**config.mk**
```make
export PLATFORM = sky130hd
export DESIGN_NAME = tracker_pattern_event_unpacker_unit
export DESIGN_NICKNAME = d
export VERILOG_FILES = /design/src/design/tpeu_pkg.sv /design/src/design/tracker_pattern_event_unpacker_unit.sv /design/src/design/tpeu_parser.sv
export SDC_FILE = /design/constraint.sdc
export NUM_CORES = 1
export LEC_CHECK = 0
export BUFFER_PORTS_ARGS = -buffer_cell sky130_fd_sc_hd__buf_4
export CORE_MARGIN = 2
export CORE_UTILIZATION = 53
export DETAILED_ROUTE_END_ITERATION = 8
export GPL_ROUTABILITY_DRIVEN = 0
export GPL_TIMING_DRIVEN = 0
export PLACE_DENSITY = 0.81
export SLEW_MARGIN = 20
export SYNTH_ARGS = -nofsm -noshare
export SYNTH_HDL_FRONTEND = slang
export SYNTH_SLANG_ARGS = --single-unit
```
**constraint.sdc**
```tcl
create_clock -name clk -period 16.7 [get_ports clk]
set_clock_uncertainty 0.05 [all_clocks]
set_input_delay 0.835 -clock clk [delete_from_list [all_inputs] [get_ports clk]]
set_output_delay 0.835 -clock clk [all_outputs]
set_load 0.01 [all_outputs]
```
**src/design/tpeu_pkg.sv**
```systemverilog
package tpeu_pkg;

  // Default width of the saturating data byte position
  localparam int unsigned POSITION_WIDTH = 32;

  // Header length in bytes and field byte offsets
  localparam logic [3:0] HDR_LEN       = 4'd12;
  localparam logic [3:0] HDR_NAME_OFS  = 4'd4;
  localparam logic [3:0] HDR_ROWS_OFS  = 4'd8;
  localparam logic [3:0] HDR_RSVD_OFS  = 4'd10;

  // Entry flag bits
  localparam int unsigned FLG_NOTE = 6;
  localparam int unsigned FLG_VOL  = 5;
  localparam int unsigned FLG_FX   = 4;

  // Stored effect types
  localparam logic [7:0] FXT_VSLIDE_UP = 8'h01;
  localparam logic [7:0] FXT_VSLIDE_DN = 8'h04;
  localparam logic [7:0] FXT_PORTA_UP  = 8'h0C;
  localparam logic [7:0] FXT_PORTA_DN  = 8'h0E;
  localparam logic [7:0] FXT_JUMP      = 8'h33;
  localparam logic [7:0] FXT_BREAK     = 8'h34;
  localparam logic [7:0] FXT_SPEED     = 8'h3D;
  localparam logic [7:0] FXT_TEMPO     = 8'h3E;

  // Dense effect codes
  localparam logic [2:0] FX_NONE   = 3'd0;
  localparam logic [2:0] FX_VSLIDE = 3'd1;
  localparam logic [2:0] FX_PUP    = 3'd2;
  localparam logic [2:0] FX_PDN    = 3'd3;
  localparam logic [2:0] FX_JMP    = 3'd4;
  localparam logic [2:0] FX_BRK    = 3'd5;
  localparam logic [2:0] FX_SPD    = 3'd6;
  localparam logic [2:0] FX_TMP    = 3'd7;

  // Result kinds
  localparam logic KIND_EVENT = 1'b0;
  localparam logic KIND_END   = 1'b1;

  // Output tdata width
  localparam int unsigned OUT_DATA_W = 96;

  typedef enum logic [9:0] {
    PH_IDLE   = 10'b00_0000_0001,
    PH_HEADER = 10'b00_0000_0010,
    PH_FLAGS  = 10'b00_0000_0100,
    PH_CHAN   = 10'b00_0000_1000,
    PH_PEEK   = 10'b00_0001_0000,
    PH_NOTE   = 10'b00_0010_0000,
    PH_INS    = 10'b00_0100_0000,
    PH_VOL    = 10'b00_1000_0000,
    PH_FXT    = 10'b01_0000_0000,
    PH_FXP    = 10'b10_0000_0000
  } phase_t;

  // Fields of the event being assembled
  typedef struct packed {
    logic       has_note;
    logic [7:0] note;
    logic [7:0] instrument;
    logic       has_volume;
    logic [6:0] volume;
    logic [2:0] effect_code;
    logic [7:0] effect_param;
    logic [7:0] raw;
  } part_t;

  // One result item
  typedef struct packed {
    logic        kind;
    logic [15:0] row;
    logic [7:0]  channel;
    logic        has_note;
    logic [7:0]  note;
    logic [7:0]  instrument;
    logic        has_volume;
    logic [6:0]  volume;
    logic [2:0]  effect_code;
    logic [7:0]  effect_param;
    logic [31:0] pattern_name;
    logic        last;
  } res_t;

  // What one accepted byte produces: an event, a pattern end, or both
  typedef struct packed {
    logic ev;
    logic fin;
    res_t ev_res;
    res_t fin_res;
  } step_t;

  // Next optional part of an entry, FLAGS when the entry is complete
  function automatic phase_t next_part(input logic [7:0] flags, input logic room0,
                                       input logic room1, input logic from_note,
                                       input logic from_vol);
    phase_t ph;
    if (from_note && flags[FLG_NOTE] && room1) begin
      ph = PH_NOTE;
    end else if (from_vol && flags[FLG_VOL] && room0) begin
      ph = PH_VOL;
    end else if (flags[FLG_FX] && room1) begin
      ph = PH_FXT;
    end else begin
      ph = PH_FLAGS;
    end
    return ph;
  endfunction

  // Octave/semitone to linear note; zero and values from 0x80 pass unchanged
  function automatic logic [7:0] conv_note(input logic [7:0] n);
    logic [7:0] oct12;
    oct12 = {3'b000, n[6:4], 2'b00} + {2'b00, n[6:4], 3'b000};
    if (n != 8'h00 && !n[7]) begin
      return oct12 + {4'h0, n[3:0]} + 8'd13;
    end
    return n;
  endfunction

endpackage

```
**src/design/tracker_pattern_event_unpacker_unit.sv**
```systemverilog
// Pattern chunk event unpacker. Takes one chunk byte per item and can accept a
// byte every cycle: each byte is decoded in a single pass against the parser
// state and its results (an event, a pattern end, or both) go into a
// three-entry result queue. Input is taken while the queue holds at most one
// result, so with the output side always ready the rate is one byte per cycle;
// a byte that yields two results holds off input until one has been popped.
// Results appear on the output in the cycle after their byte, at the earliest.
// A pattern end carries the header name and row count and is always last of
// its byte's results; bytes arriving outside a chunk are dropped.
module tracker_pattern_event_unpacker_unit #(
  parameter int unsigned POSITION_WIDTH = tpeu_pkg::POSITION_WIDTH
) (
  input  logic        clk,
  input  logic        rst_n,
  input  logic        in_tvalid,
  output logic        in_tready,
  input  logic [7:0]  in_tdata,   // [7:0] data_byte
  input  logic        in_tuser,   // [0] chunk_start
  input  logic        in_tlast,   // chunk_end
  output logic        out_tvalid,
  input  logic        out_tready,
  // [15:0] row, [23:16] channel, [24] has_note, [32:25] note,
  // [40:33] instrument, [41] has_volume, [48:42] volume, [51:49] effect_code,
  // [59:52] effect_param, [91:60] pattern_name, [95:92] zero
  output logic [tpeu_pkg::OUT_DATA_W-1:0] out_tdata,
  output logic        out_tuser,  // [0] kind
  output logic        out_tlast   // last_of_run
);

  tpeu_pkg::step_t step;
  tpeu_pkg::res_t  slot_r [3];
  tpeu_pkg::res_t  slot_nxt [3];
  logic [1:0]      count_r, count_nxt;
  logic [1:0]      base;
  logic            accept, pop;

  assign in_tready = count_r <= 2'd1;
  assign accept    = in_tvalid && in_tready;
  assign pop       = out_tvalid && out_tready;

  tpeu_parser #(
    .POSITION_WIDTH(POSITION_WIDTH)
  ) u_parser (
    .clk         (clk),
    .rst_n       (rst_n),
    .accept      (accept),
    .data_byte   (in_tdata),
    .chunk_start (in_tuser),
    .chunk_end   (in_tlast),
    .step        (step)
  );

  // Result queue: head in slot 0, shift on pop, up to two writes per cycle
  always_comb begin
    slot_nxt[0] = pop ? slot_r[1] : slot_r[0];
    slot_nxt[1] = pop ? slot_r[2] : slot_r[1];
    slot_nxt[2] = slot_r[2];
    base        = count_r - {1'b0, pop};
    count_nxt   = base;
    if (accept) begin
      if (step.ev) slot_nxt[base] = step.ev_res;
      if (step.fin) slot_nxt[step.ev ? base + 2'd1 : base] = step.fin_res;
      count_nxt = base + {1'b0, step.ev} + {1'b0, step.fin};
    end
  end

  always_ff @(posedge clk) begin
    if (!rst_n) begin
      count_r <= '0;
    end else begin
      count_r <= count_nxt;
    end
  end

  always_ff @(posedge clk) begin
    slot_r <= slot_nxt;
  end

  // Output packing
  assign out_tvalid = count_r != 2'd0;
  assign out_tuser  = slot_r[0].kind;
  assign out_tlast  = slot_r[0].last;
  assign out_tdata  = {4'h0, slot_r[0].pattern_name, slot_r[0].effect_param,
                       slot_r[0].effect_code, slot_r[0].volume, slot_r[0].has_volume,
                       slot_r[0].instrument, slot_r[0].note, slot_r[0].has_note,
                       slot_r[0].channel, slot_r[0].row};

  // Queue never holds more than three results
  a_count_max: assert property (@(posedge clk) disable iff (!rst_n)
    count_r != 2'd3 || !accept)
    else $error("byte accepted with full result queue");

  // A pattern end is always the last result of its byte
  a_end_last: assert property (@(posedge clk) disable iff (!rst_n)
    out_tvalid && out_tuser |-> out_tlast)
    else $error("pattern end not marked last");

  // Events carry no pattern name
  a_event_name: assert property (@(posedge clk) disable iff (!rst_n)
    out_tvalid && !out_tuser |-> out_tdata[91:60] == 32'h0)
    else $error("event with nonzero pattern name");

endmodule

```
**src/design/tpeu_parser.sv**
```systemverilog
module tpeu_parser #(
  parameter int unsigned POSITION_WIDTH = tpeu_pkg::POSITION_WIDTH
) (
  input  logic            clk,
  input  logic            rst_n,
  input  logic            accept,
  input  logic [7:0]      data_byte,
  input  logic            chunk_start,
  input  logic            chunk_end,
  output tpeu_pkg::step_t step
);

  localparam int unsigned CMP_W = 33;

  tpeu_pkg::phase_t      phase_r, phase_nxt;
  logic [3:0]            hdr_idx_r, hdr_idx_nxt;
  logic [31:0]           size_r, size_nxt;
  logic [31:0]           name_r, name_nxt;
  logic [15:0]           rows_r, rows_nxt;
  logic [POSITION_WIDTH-1:0] pos_r, pos_nxt;
  logic [15:0]           row_r, row_nxt;
  logic [7:0]            flags_r, flags_nxt;
  logic [7:0]            chan_r, chan_nxt;
  logic [7:0]            prev_r, prev_nxt;
  tpeu_pkg::part_t       part_r, part_nxt;

  logic                  ev, fin;
  logic                  room0, room1;
  logic [CMP_W-1:0]      pos_ext;
  logic [POSITION_WIDTH-1:0] pos_bump;
  logic [POSITION_WIDTH-1:0] pos_nxt_pre;
  logic [31:0]               size_pre;

  // Saturating position bump and room checks on the bumped value
  always_comb begin
    pos_bump = (pos_nxt_pre == '1) ? pos_nxt_pre : pos_nxt_pre + 1'b1;
    pos_ext  = {{(CMP_W-POSITION_WIDTH){1'b0}}, pos_bump};
    room0    = pos_ext < {1'b0, size_pre};
    room1    = (pos_ext + 1'b1) < {1'b0, size_pre};
  end

  // Position and size as seen after a possible chunk start
  assign pos_nxt_pre = chunk_start ? '0 : pos_r;
  assign size_pre    = chunk_start ? '0 : size_r;

  // Step logic: one byte per accepted item
  always_comb begin
    tpeu_pkg::phase_t ph;
    phase_nxt   = phase_r;
    hdr_idx_nxt = hdr_idx_r;
    size_nxt    = size_r;
    name_nxt    = name_r;
    rows_nxt    = rows_r;
    pos_nxt     = pos_r;
    row_nxt     = row_r;
    flags_nxt   = flags_r;
    chan_nxt    = chan_r;
    prev_nxt    = prev_r;
    part_nxt    = part_r;
    ev          = 1'b0;
    fin         = 1'b0;
    ph          = tpeu_pkg::PH_FLAGS;

    // A new chunk clears everything
    if (chunk_start) begin
      phase_nxt   = tpeu_pkg::PH_HEADER;
      hdr_idx_nxt = '0;
      size_nxt    = '0;
      name_nxt    = '0;
      rows_nxt    = '0;
      pos_nxt     = '0;
      row_nxt     = '0;
      flags_nxt   = '0;
      chan_nxt    = '0;
      prev_nxt    = '0;
      part_nxt    = '0;
    end

    case (phase_nxt)
      tpeu_pkg::PH_HEADER: begin
        if (hdr_idx_nxt < tpeu_pkg::HDR_NAME_OFS) begin
          case (hdr_idx_nxt[1:0])
            2'd0:    size_nxt[7:0]   = data_byte;
            2'd1:    size_nxt[15:8]  = data_byte;
            2'd2:    size_nxt[23:16] = data_byte;
            default: size_nxt[31:24] = data_byte;
          endcase
        end else if (hdr_idx_nxt < tpeu_pkg::HDR_ROWS_OFS) begin
          case (hdr_idx_nxt[1:0])
            2'd0:    name_nxt[7:0]   = data_byte;
            2'd1:    name_nxt[15:8]  = data_byte;
            2'd2:    name_nxt[23:16] = data_byte;
            default: name_nxt[31:24] = data_byte;
          endcase
        end else if (hdr_idx_nxt < tpeu_pkg::HDR_RSVD_OFS) begin
          if (hdr_idx_nxt[0]) rows_nxt[15:8] = data_byte;
          else                rows_nxt[7:0]  = data_byte;
        end
        hdr_idx_nxt = hdr_idx_nxt + 1'b1;
        if (hdr_idx_nxt >= tpeu_pkg::HDR_LEN) begin
          phase_nxt = tpeu_pkg::PH_FLAGS;
          if (rows_nxt == '0) fin = 1'b1;
        end
      end
      tpeu_pkg::PH_FLAGS: begin
        pos_nxt = pos_bump;
        if (data_byte == 8'h00) begin
          fin = 1'b1;
        end else begin
          flags_nxt = data_byte;
          phase_nxt = tpeu_pkg::PH_CHAN;
        end
      end
      tpeu_pkg::PH_CHAN: begin
        pos_nxt  = pos_bump;
        chan_nxt = data_byte;
        if (flags_nxt[7:4] == 4'h1 && data_byte <= prev_nxt && room1) begin
          phase_nxt = tpeu_pkg::PH_PEEK;
        end else if (!room0) begin
          fin = 1'b1;
        end else if (flags_nxt[7:4] == 4'h0) begin
          // Plain row advance
          row_nxt  = row_nxt + 1'b1;
          prev_nxt = data_byte;
          if (row_nxt >= rows_nxt) fin = 1'b1;
          else phase_nxt = tpeu_pkg::PH_FLAGS;
        end else begin
          part_nxt = '0;
          ph = tpeu_pkg::next_part(flags_nxt, room0, room1, 1'b1, 1'b1);
          phase_nxt = ph;
          if (ph == tpeu_pkg::PH_FLAGS) ev = 1'b1;
        end
      end
      tpeu_pkg::PH_PEEK: begin
        // Lookahead byte: low nibble zero means a row break and a new flags byte
        if (data_byte[3:0] == 4'h0) begin
          row_nxt  = row_nxt + 1'b1;
          prev_nxt = chan_nxt;
          if (row_nxt >= rows_nxt) begin
            fin = 1'b1;
          end else begin
            pos_nxt = pos_bump;
            if (data_byte == 8'h00) begin
              fin = 1'b1;
            end else begin
              flags_nxt = data_byte;
              phase_nxt = tpeu_pkg::PH_CHAN;
            end
          end
        end else begin
          part_nxt     = '0;
          pos_nxt      = pos_bump;
          part_nxt.raw = data_byte;
          phase_nxt    = tpeu_pkg::PH_FXP;
        end
      end
      tpeu_pkg::PH_NOTE: begin
        pos_nxt      = pos_bump;
        part_nxt.raw = data_byte;
        phase_nxt    = tpeu_pkg::PH_INS;
      end
      tpeu_pkg::PH_INS: begin
        pos_nxt             = pos_bump;
        part_nxt.note       = tpeu_pkg::conv_note(part_nxt.raw);
        part_nxt.instrument = data_byte;
        part_nxt.has_note   = 1'b1;
        ph = tpeu_pkg::next_part(flags_nxt, room0, room1, 1'b0, 1'b1);
        phase_nxt = ph;
        if (ph == tpeu_pkg::PH_FLAGS) ev = 1'b1;
      end
      tpeu_pkg::PH_VOL: begin
        pos_nxt             = pos_bump;
        part_nxt.volume     = data_byte[7:1];
        part_nxt.has_volume = 1'b1;
        ph = tpeu_pkg::next_part(flags_nxt, room0, room1, 1'b0, 1'b0);
        phase_nxt = ph;
        if (ph == tpeu_pkg::PH_FLAGS) ev = 1'b1;
      end
      tpeu_pkg::PH_FXT: begin
        pos_nxt      = pos_bump;
        part_nxt.raw = data_byte;
        phase_nxt    = tpeu_pkg::PH_FXP;
      end
      tpeu_pkg::PH_FXP: begin
        logic [8:0] half;
        half    = ({1'b0, data_byte} + 9'd1) >> 1;
        pos_nxt = pos_bump;
        case (part_nxt.raw)
          tpeu_pkg::FXT_VSLIDE_UP: begin
            part_nxt.effect_code  = tpeu_pkg::FX_VSLIDE;
            part_nxt.effect_param = data_byte | 8'h0F;
          end
          tpeu_pkg::FXT_VSLIDE_DN: begin
            part_nxt.effect_code  = tpeu_pkg::FX_VSLIDE;
            part_nxt.effect_param = {4'h0, data_byte[7:4]} | 8'hF0;
          end
          tpeu_pkg::FXT_PORTA_UP: begin
            part_nxt.effect_code  = tpeu_pkg::FX_PUP;
            part_nxt.effect_param = half[7:0];
          end
          tpeu_pkg::FXT_PORTA_DN: begin
            part_nxt.effect_code  = tpeu_pkg::FX_PDN;
            part_nxt.effect_param = half[7:0];
          end
          tpeu_pkg::FXT_JUMP: begin
            part_nxt.effect_code  = tpeu_pkg::FX_JMP;
            part_nxt.effect_param = data_byte;
          end
          tpeu_pkg::FXT_BREAK: begin
            part_nxt.effect_code  = tpeu_pkg::FX_BRK;
            part_nxt.effect_param = data_byte;
          end
          tpeu_pkg::FXT_SPEED: begin
            part_nxt.effect_code  = tpeu_pkg::FX_SPD;
            part_nxt.effect_param = data_byte;
          end
          tpeu_pkg::FXT_TEMPO: begin
            part_nxt.effect_code  = tpeu_pkg::FX_TMP;
            part_nxt.effect_param = data_byte;
          end
          default: begin
            part_nxt.effect_code  = tpeu_pkg::FX_NONE;
            part_nxt.effect_param = 8'h00;
          end
        endcase
        ev = 1'b1;
      end
      default: begin
      end
    endcase

    // Emitted event: previous channel follows, parser waits for flags
    if (ev) begin
      prev_nxt  = chan_nxt;
      phase_nxt = tpeu_pkg::PH_FLAGS;
    end
    if (fin) phase_nxt = tpeu_pkg::PH_IDLE;

    // Chunk end: flush an event in progress, then close the pattern
    if (chunk_end && phase_nxt != tpeu_pkg::PH_IDLE) begin
      if (phase_nxt == tpeu_pkg::PH_NOTE || phase_nxt == tpeu_pkg::PH_INS ||
          phase_nxt == tpeu_pkg::PH_VOL || phase_nxt == tpeu_pkg::PH_FXT ||
          phase_nxt == tpeu_pkg::PH_FXP) begin
        ev = 1'b1;
      end
      fin       = 1'b1;
      phase_nxt = tpeu_pkg::PH_IDLE;
    end
  end

  // Result items of this byte
  always_comb begin
    step.ev                      = ev;
    step.fin                     = fin;
    step.ev_res.kind             = tpeu_pkg::KIND_EVENT;
    step.ev_res.row              = row_nxt;
    step.ev_res.channel          = chan_nxt;
    step.ev_res.has_note         = part_nxt.has_note;
    step.ev_res.note             = part_nxt.has_note ? part_nxt.note : 8'h00;
    step.ev_res.instrument       = part_nxt.has_note ? part_nxt.instrument : 8'h00;
    step.ev_res.has_volume       = part_nxt.has_volume;
    step.ev_res.volume           = part_nxt.has_volume ? part_nxt.volume : 7'h00;
    step.ev_res.effect_code      = part_nxt.effect_code;
    step.ev_res.effect_param     = part_nxt.effect_param;
    step.ev_res.pattern_name     = '0;
    step.ev_res.last             = !fin;
    step.fin_res                 = '0;
    step.fin_res.kind            = tpeu_pkg::KIND_END;
    step.fin_res.row             = rows_nxt;
    step.fin_res.pattern_name    = name_nxt;
    step.fin_res.last            = 1'b1;
  end

  // Parser state
  always_ff @(posedge clk) begin
    if (!rst_n) begin
      phase_r <= tpeu_pkg::PH_IDLE;
    end else if (accept) begin
      phase_r <= phase_nxt;
    end
  end

  always_ff @(posedge clk) begin
    if (accept) begin
      hdr_idx_r <= hdr_idx_nxt;
      size_r    <= size_nxt;
      name_r    <= name_nxt;
      rows_r    <= rows_nxt;
      pos_r     <= pos_nxt;
      row_r     <= row_nxt;
      flags_r   <= flags_nxt;
      chan_r    <= chan_nxt;
      prev_r    <= prev_nxt;
      part_r    <= part_nxt;
    end
  end

endmodule

```
; Word level (Yosys, flattened, before mapping)
; Cells that the tools add are included.
[classes]
n_addsub = 12
order_cmp = 13
n_eq_ne = 30
n_mux = 123
bitwise_logic = 2
n_reduce_logical = 27
[ops]
columns = cell, count
row1 = two-way mux 282 bit, 4
row2 = bitwise mux 282 bit, 2
row3 = demux 94 bit (select 2 bit), 2
row4 = two-way mux 94 bit, 4
row5 = two-way mux 32 bit, 11
row6 = two-way mux 44 bit, 5
row7 = two-way mux 8 bit, 26
row8 = two-way mux 10 bit, 19
row9 = two-way mux 16 bit, 11
row10 = case mux 11 bit (8 select lines), 1
row11 = case mux 10 bit (8 select lines), 1
row12 = case mux 32 bit (2 select lines), 1
row13 = case mux 17 bit (3 select lines), 1
row14 = case mux 8 bit (3 select lines), 2
row15 = "== test 10 x 3 -> 1 bit, second input constant", 4
row16 = "adder 32 x 1 -> 33 bit, second input constant", 1
row17 = < comparator 33 x 32 -> 1 bit, 1
row18 = case mux 11 bit (3 select lines), 1
row19 = "adder 32 x 1 -> 32 bit, second input constant", 1
row20 = "== test 32 bit, second input constant", 1
row21 = "== test 8 x 6 -> 1 bit, second input constant", 4
row22 = < comparator 32 bit, 1
row23 = case mux 16 bit (2 select lines), 1
row24 = case mux 8 bit (2 select lines), 2
row25 = other kinds (51), 100
[word_totals]
regBits = 494
input_bits = 14
out_inout_bits = 100
word_cells = 262

; Longest topological paths before layout
[depth]
depth_word = 37
depth_mapped = 44
ltp_nobuf = 35

; Modules after synthesis
; From an unflattened synthesis, not the netlist that was laid out.
[hier_totals]
cells_unflattened = 3369
hier_area_um2 = 31721.7
[by_module_without_submodules]
columns = module, instances, cells_each, area_each_um2, seq_area_each_um2
row1 = tpeu_parser, 1, 1758, 16334.4, 6085.8
row2 = tracker_pattern_event_unpacker_unit, 1, 1611, 15387.3, 6626.4

; Least setup slack after synthesis
; Ideal clock, no wire load.
[synth_path]
kind = input to register
startpoint = input port in_tvalid
endpoint = register slot_r[0] (netlist bit), enable pin
setup_time_ns = 0.768
t_arrival_ns = 9.720
required_time_ns = 15.882
setup_slack_ns = 6.162
cell_stages = 5
path_buffers = 3
path_cell_list = nand2_1 inv_1 clkbuf_1 clkbuf_1 clkbuf_1
[synth_via]
elab_chain_len = 1
[synth_rtl]
columns = item, line_no
row1 = from (decl), tracker_pattern_event_unpacker_unit.sv:15  ; input logic in_tvalid,
row2 = logical AND 1 bit, tracker_pattern_event_unpacker_unit.sv:38  ; assign accept = in_tvalid && in_tready;
row3 = net accept, tracker_pattern_event_unpacker_unit.sv:35  ; logic accept, pop;
row4 = to (signal assigned), tracker_pattern_event_unpacker_unit.sv:76  ; slot_r <= slot_nxt;
row5 = to (decl), tracker_pattern_event_unpacker_unit.sv:31  ; tpeu_pkg::res_t slot_r [3];
; The timed path passes the listed nets, and every way through them passes these cells.
; A chain may end at the register's enable or synchronous reset.

; Final worst setup path
[layout_path]
startpoint = input port in_tuser
endpoint = register count_r[1]
[layout_via]
elab_chain_len = 31
elab_cells_between_ends = 101
classes_between = add/sub (6) / order compare (8) / eq/ne (20) / mux (55) / reduce/logical (12)
[layout_rtl]
columns = item, line_no
row1 = from (decl), tracker_pattern_event_unpacker_unit.sv:18  ; input logic in_tuser,
row2 = two-way mux 32 bit, tpeu_parser.sv:43  ; assign pos_nxt_pre = chunk_start ? '0 : pos_r;
row3 = adder 32 x 1 -> 32 bit / == test 32 bit (equally long branches), tpeu_parser.sv:36  ; pos_bump = (pos_nxt_pre == '1) ? pos_nxt_pre : pos_nxt_pre + 1'b1;
row4 = two-way mux 32 bit, tpeu_parser.sv:36
row5 = adder 32 x 1 -> 33 bit, tpeu_parser.sv:39  ; room1 = (pos_ext + 1'b1) < {1'b0, size_pre};
row6 = < comparator 33 x 32 -> 1 bit, tpeu_parser.sv:39
row7 = logical AND 1 bit, tpeu_pkg.sv:102  ; end else if (flags[FLG_FX] && room1) begin
row8 = two-way mux 9 bit, tpeu_pkg.sv:102
row9 = two-way mux 9 bit, tpeu_pkg.sv:100  ; end else if (from_vol && flags[FLG_VOL] && room0) begin
row10 = [... 13 more ...], --
row11 = == test 10 x 6 -> 1 bit / == test 10 x 7 -> 1 bit (equally long branches), tpeu_parser.sv:241  ; if (phase_nxt == tpeu_pkg::PH_NOTE || phase_nxt == tpeu_pkg::PH_INS ||
row12 = logical OR 1 bit (2 in a row), tpeu_parser.sv:241
row13 = logical OR 1 bit (2 in a row), tpeu_parser.sv:242  ; phase_nxt == tpeu_pkg::PH_VOL || phase_nxt == tpeu_pkg::PH_FXT ||
row14 = two-way mux 1 bit, tpeu_parser.sv:241
row15 = two-way mux 1 bit, tpeu_parser.sv:240  ; if (chunk_end && phase_nxt != tpeu_pkg::PH_IDLE) begin
row16 = adder 2 x 1 -> 2 bit, tracker_pattern_event_unpacker_unit.sv:63  ; count_nxt = base + {1'b0, step.ev} + {1'b0, step.fin};
row17 = adder 2 x 1 -> 2 bit (*), tracker_pattern_event_unpacker_unit.sv:63
row18 = two-way mux 2 bit (*), tracker_pattern_event_unpacker_unit.sv:60  ; if (accept) begin
row19 = to (signal assigned), tracker_pattern_event_unpacker_unit.sv:71  ; count_r <= count_nxt;
row20 = to (decl), tracker_pattern_event_unpacker_unit.sv:33  ; logic [1:0] count_r, count_nxt;
; Mark *: on every way between the ends. The rest lies on a longest branch, timed or not. The select of a mux whose other input is x is not followed.

==> flow_summary.ini <==
[worst_setup_path]
critPathMaxStageDelay_ps = 670
crit_start = in_tuser
worstSetupPathType = in2reg
regToRegStartpoint = u_parser.pos_r[0]$_DFFE_PP_
crit_path_start_kind = primary input
slowest_stage = nor4_4
worstPathArrival_ps = 12340
crit_required_ps = 17170
crit_fanout = 10
critPathCaptureType = register

[synth]
synth_area_per_cell_sq_um = 9.227
synth_seq_area_share = 0.4323
yosysUniqueCellTypes = 112
synth-seq-cells = 490
synthArstFlopShare = 0
synth_top_area_frac = 0.2961
synth_ff_type = edfxtp_1
yosys-top-cells-area = edfxtp_1, dfxtp_1, mux2i_1
yosys_warnings = 0
synth.largest_area_cell = edfxtp_1
synth_edf_count = 290
postSynthCellCount = 3187
synth_commonest_cells = nand2_1, edfxtp_1, nor2_1, mux2i_1, dfxtp_1
yosysMostFrequentCell = nand2_1
netlist_area_sq_um = 29410

[power_and_ir_drop]
p_per_area_nw_per_um2 = 159.7
peakVddDrop_uv = 131.4
p_leak_nw = 13.73

[clock_tree]
tritoncts = built
clock-sinks = 490
postCtsSetupRepairBufs = 0
cts.root.buffer_cell = clkbuf_16
path_clk_slew_ps = 70
numCtsBuffers = 52
insertion_delay_ps = 620
cts_buffer_depth = 3
holdBufCountCts = 0
cts_resized = 0
h-tree-depth = 2

[layout]
layout.nets = 3487
syn_to_final_growth_pct = 12.99
drive_above_1_share = 0.1302
post-route-util = 0.6043

[placed_design]
post-place-ws_ps = 4437
port_buffers = 109
dp_hpwl_um = 62560

[global_routing]
grt-ovfl-total = 0
grt_max_degree = 57
grt_pass1_vias = 24650
grtUsageTotal = 0.3006
grt_pass1_wl_um = 136200
antenna_found_initial = 3

[sta]
fin_crit_sh = 0.7110
tightest_slew_ps = 1215
final_hold_viol_count = 0
fmax_mhz = 84.22
rsz0062_at_grt = false
tns_ps = 0
period_minus_slack_ps = 11870
maxSlewViolCount = 0
slew_headroom = 0.1899
final-setup-viol-count = 0
setup_ws_ps = 4826

[floorplan]
num_rows = 86
start_util = 0.5348
io-pin-count = 114
die_area_sq_um = 57380
die-height_um = 239.6
die_x_um = 239.6
core_sq_um = 54990

[routing]
first_pass_iters = 8
postRouteAntennaNets = 0
drt-total-wl_um = 88090
avgViaCountPerCell = 6.320
drc = 0
num_vias = 26250
avgRoutedWirePerCell_um = 21.21
drt_iter0_markers = 3124

[status]
status = finished, final reports clean

[job]
cap_violations = 0

[worst_hold_path]
holdCritStartpoint = rst_n
worstHoldPathType = in2reg
[state kept, by name, indices dropped and copies added (netlist names)]
| register | count |
|---|---|
| u_parser.part_r | 44 |
| u_parser.rows_r | 16 |
| u_parser.name_r | 32 |
| u_parser.prev_r | 8 |
| out_tlast | 1 |
| u_parser.chan_r | 8 |
| u_parser.pos_r | 32 |
| u_parser.row_r | 16 |
| u_parser.phase_r | 10 |
| u_parser.flags_r | 4 |
| out_tdata | 92 |
| slot_r | 188 |
| u_parser.hdr_idx_r | 4 |
| out_tuser | 1 |
| u_parser.size_r | 32 |
| count_r | 2 |
[report_power, final]
part,total (W),switching [W],internal [W]
Combinational,0.00204,0.00117,0.000866
Clock,0.00127,0.000520,0.000747
Sequential,0.00200,0.000233,0.00177
Total,0.00531,0.00192,0.00338
[cell families after synthesis]
| family | count (synthesis) | synth area share |
|---|---|---|
| xor+xnor | 97 | 0.02940 |
| mux | 227 | 0.07867 |
| buf+inv | 406 | 0.06791 |
| compound gates | 782 | 0.1713 |
| fa+ha+maj | 114 | 0.04901 |
| flops | 490 | 0.4323 |
| other cells | 1 | 0.0001275 |
| simple gates | 1070 | 0.1713 |
[path summary, 6_finish.rpt]
path / end / slack (ps) / cells after the start
hold / removal: u_parser.phase_r[9]$_SDFFE_PN0P_ / 440 / 2
setup / recovery: count_r[1]$_SDFF_PN0_ / 4830 / 43
hold reg to reg: out_tdata[0]$_DFF_P_ / 440 / 2
setup reg to reg: count_r[1]$_SDFF_PN0_ / 6550 / 36
[critical path: cells and delay by family]
kind                       cells  cell delay, ps
buffers and inverters         13            3200
and+or+nand+nor               12            3560
adders and majority gates      4            1220
xor gates and xnor gates       2             290
AOI/OAI and AO/OA             12            3200
[routing by layer]
metal / part of all wire / up-vias / wire, um / track usage
li1: - / 11890 / - / -
met1: 0.39 / 12440 / 34640 / 0.3965
met2: 0.45 / 1603 / 39220 / 0.4659
met3: 0.10 / 317 / 9133 / 0.05509
met4: 0.058 / 2 / 5087 / 0.1691
met5: 0.00011 / - / 10 / 0
[cell type report]
type / count / area, sq um
diodes: 3 / 7.507
plain buffers: 300 / 1604
clock buffers: 66 / 1499
clock inverters: 32 / 365.4
fillers: 4531 / 21760
inverters: 106 / 397.9
multi-input cells: 2294 / 14720
flip-flops and latches: 490 / 12710
well taps: 748 / 935.9
repair buffers: 115 / 983.4
[stage by stage]
step           instances  hold WS [ps]  power, W  instance area (sq um)
2_1_floorplan       3190         412.1  0.003418                  29420
3_3_place_gp        4047         434.1  0.003988                  31170
3_5_place_dp        4053         438.4  0.003991                  31360
4_1_cts             4151         422.6  0.005266                  33220
5_1_grt             4153         444.0  0.005563                  33220
6_report            4154         439.8  0.005305                  33230
[layout by cell type (no fill, tap or decap), drive strengths merged, types with 112 or more instances in the layout]
cell type	count
mux2i	217
nand3	115
o22ai	171
buf	285
clkbuf	196
nand2	402
edfxtp	290
dfxtp	200
a21oi	200
o21ai	167
nor2	292
ha	112
Power figures use the tool's default switching activity.
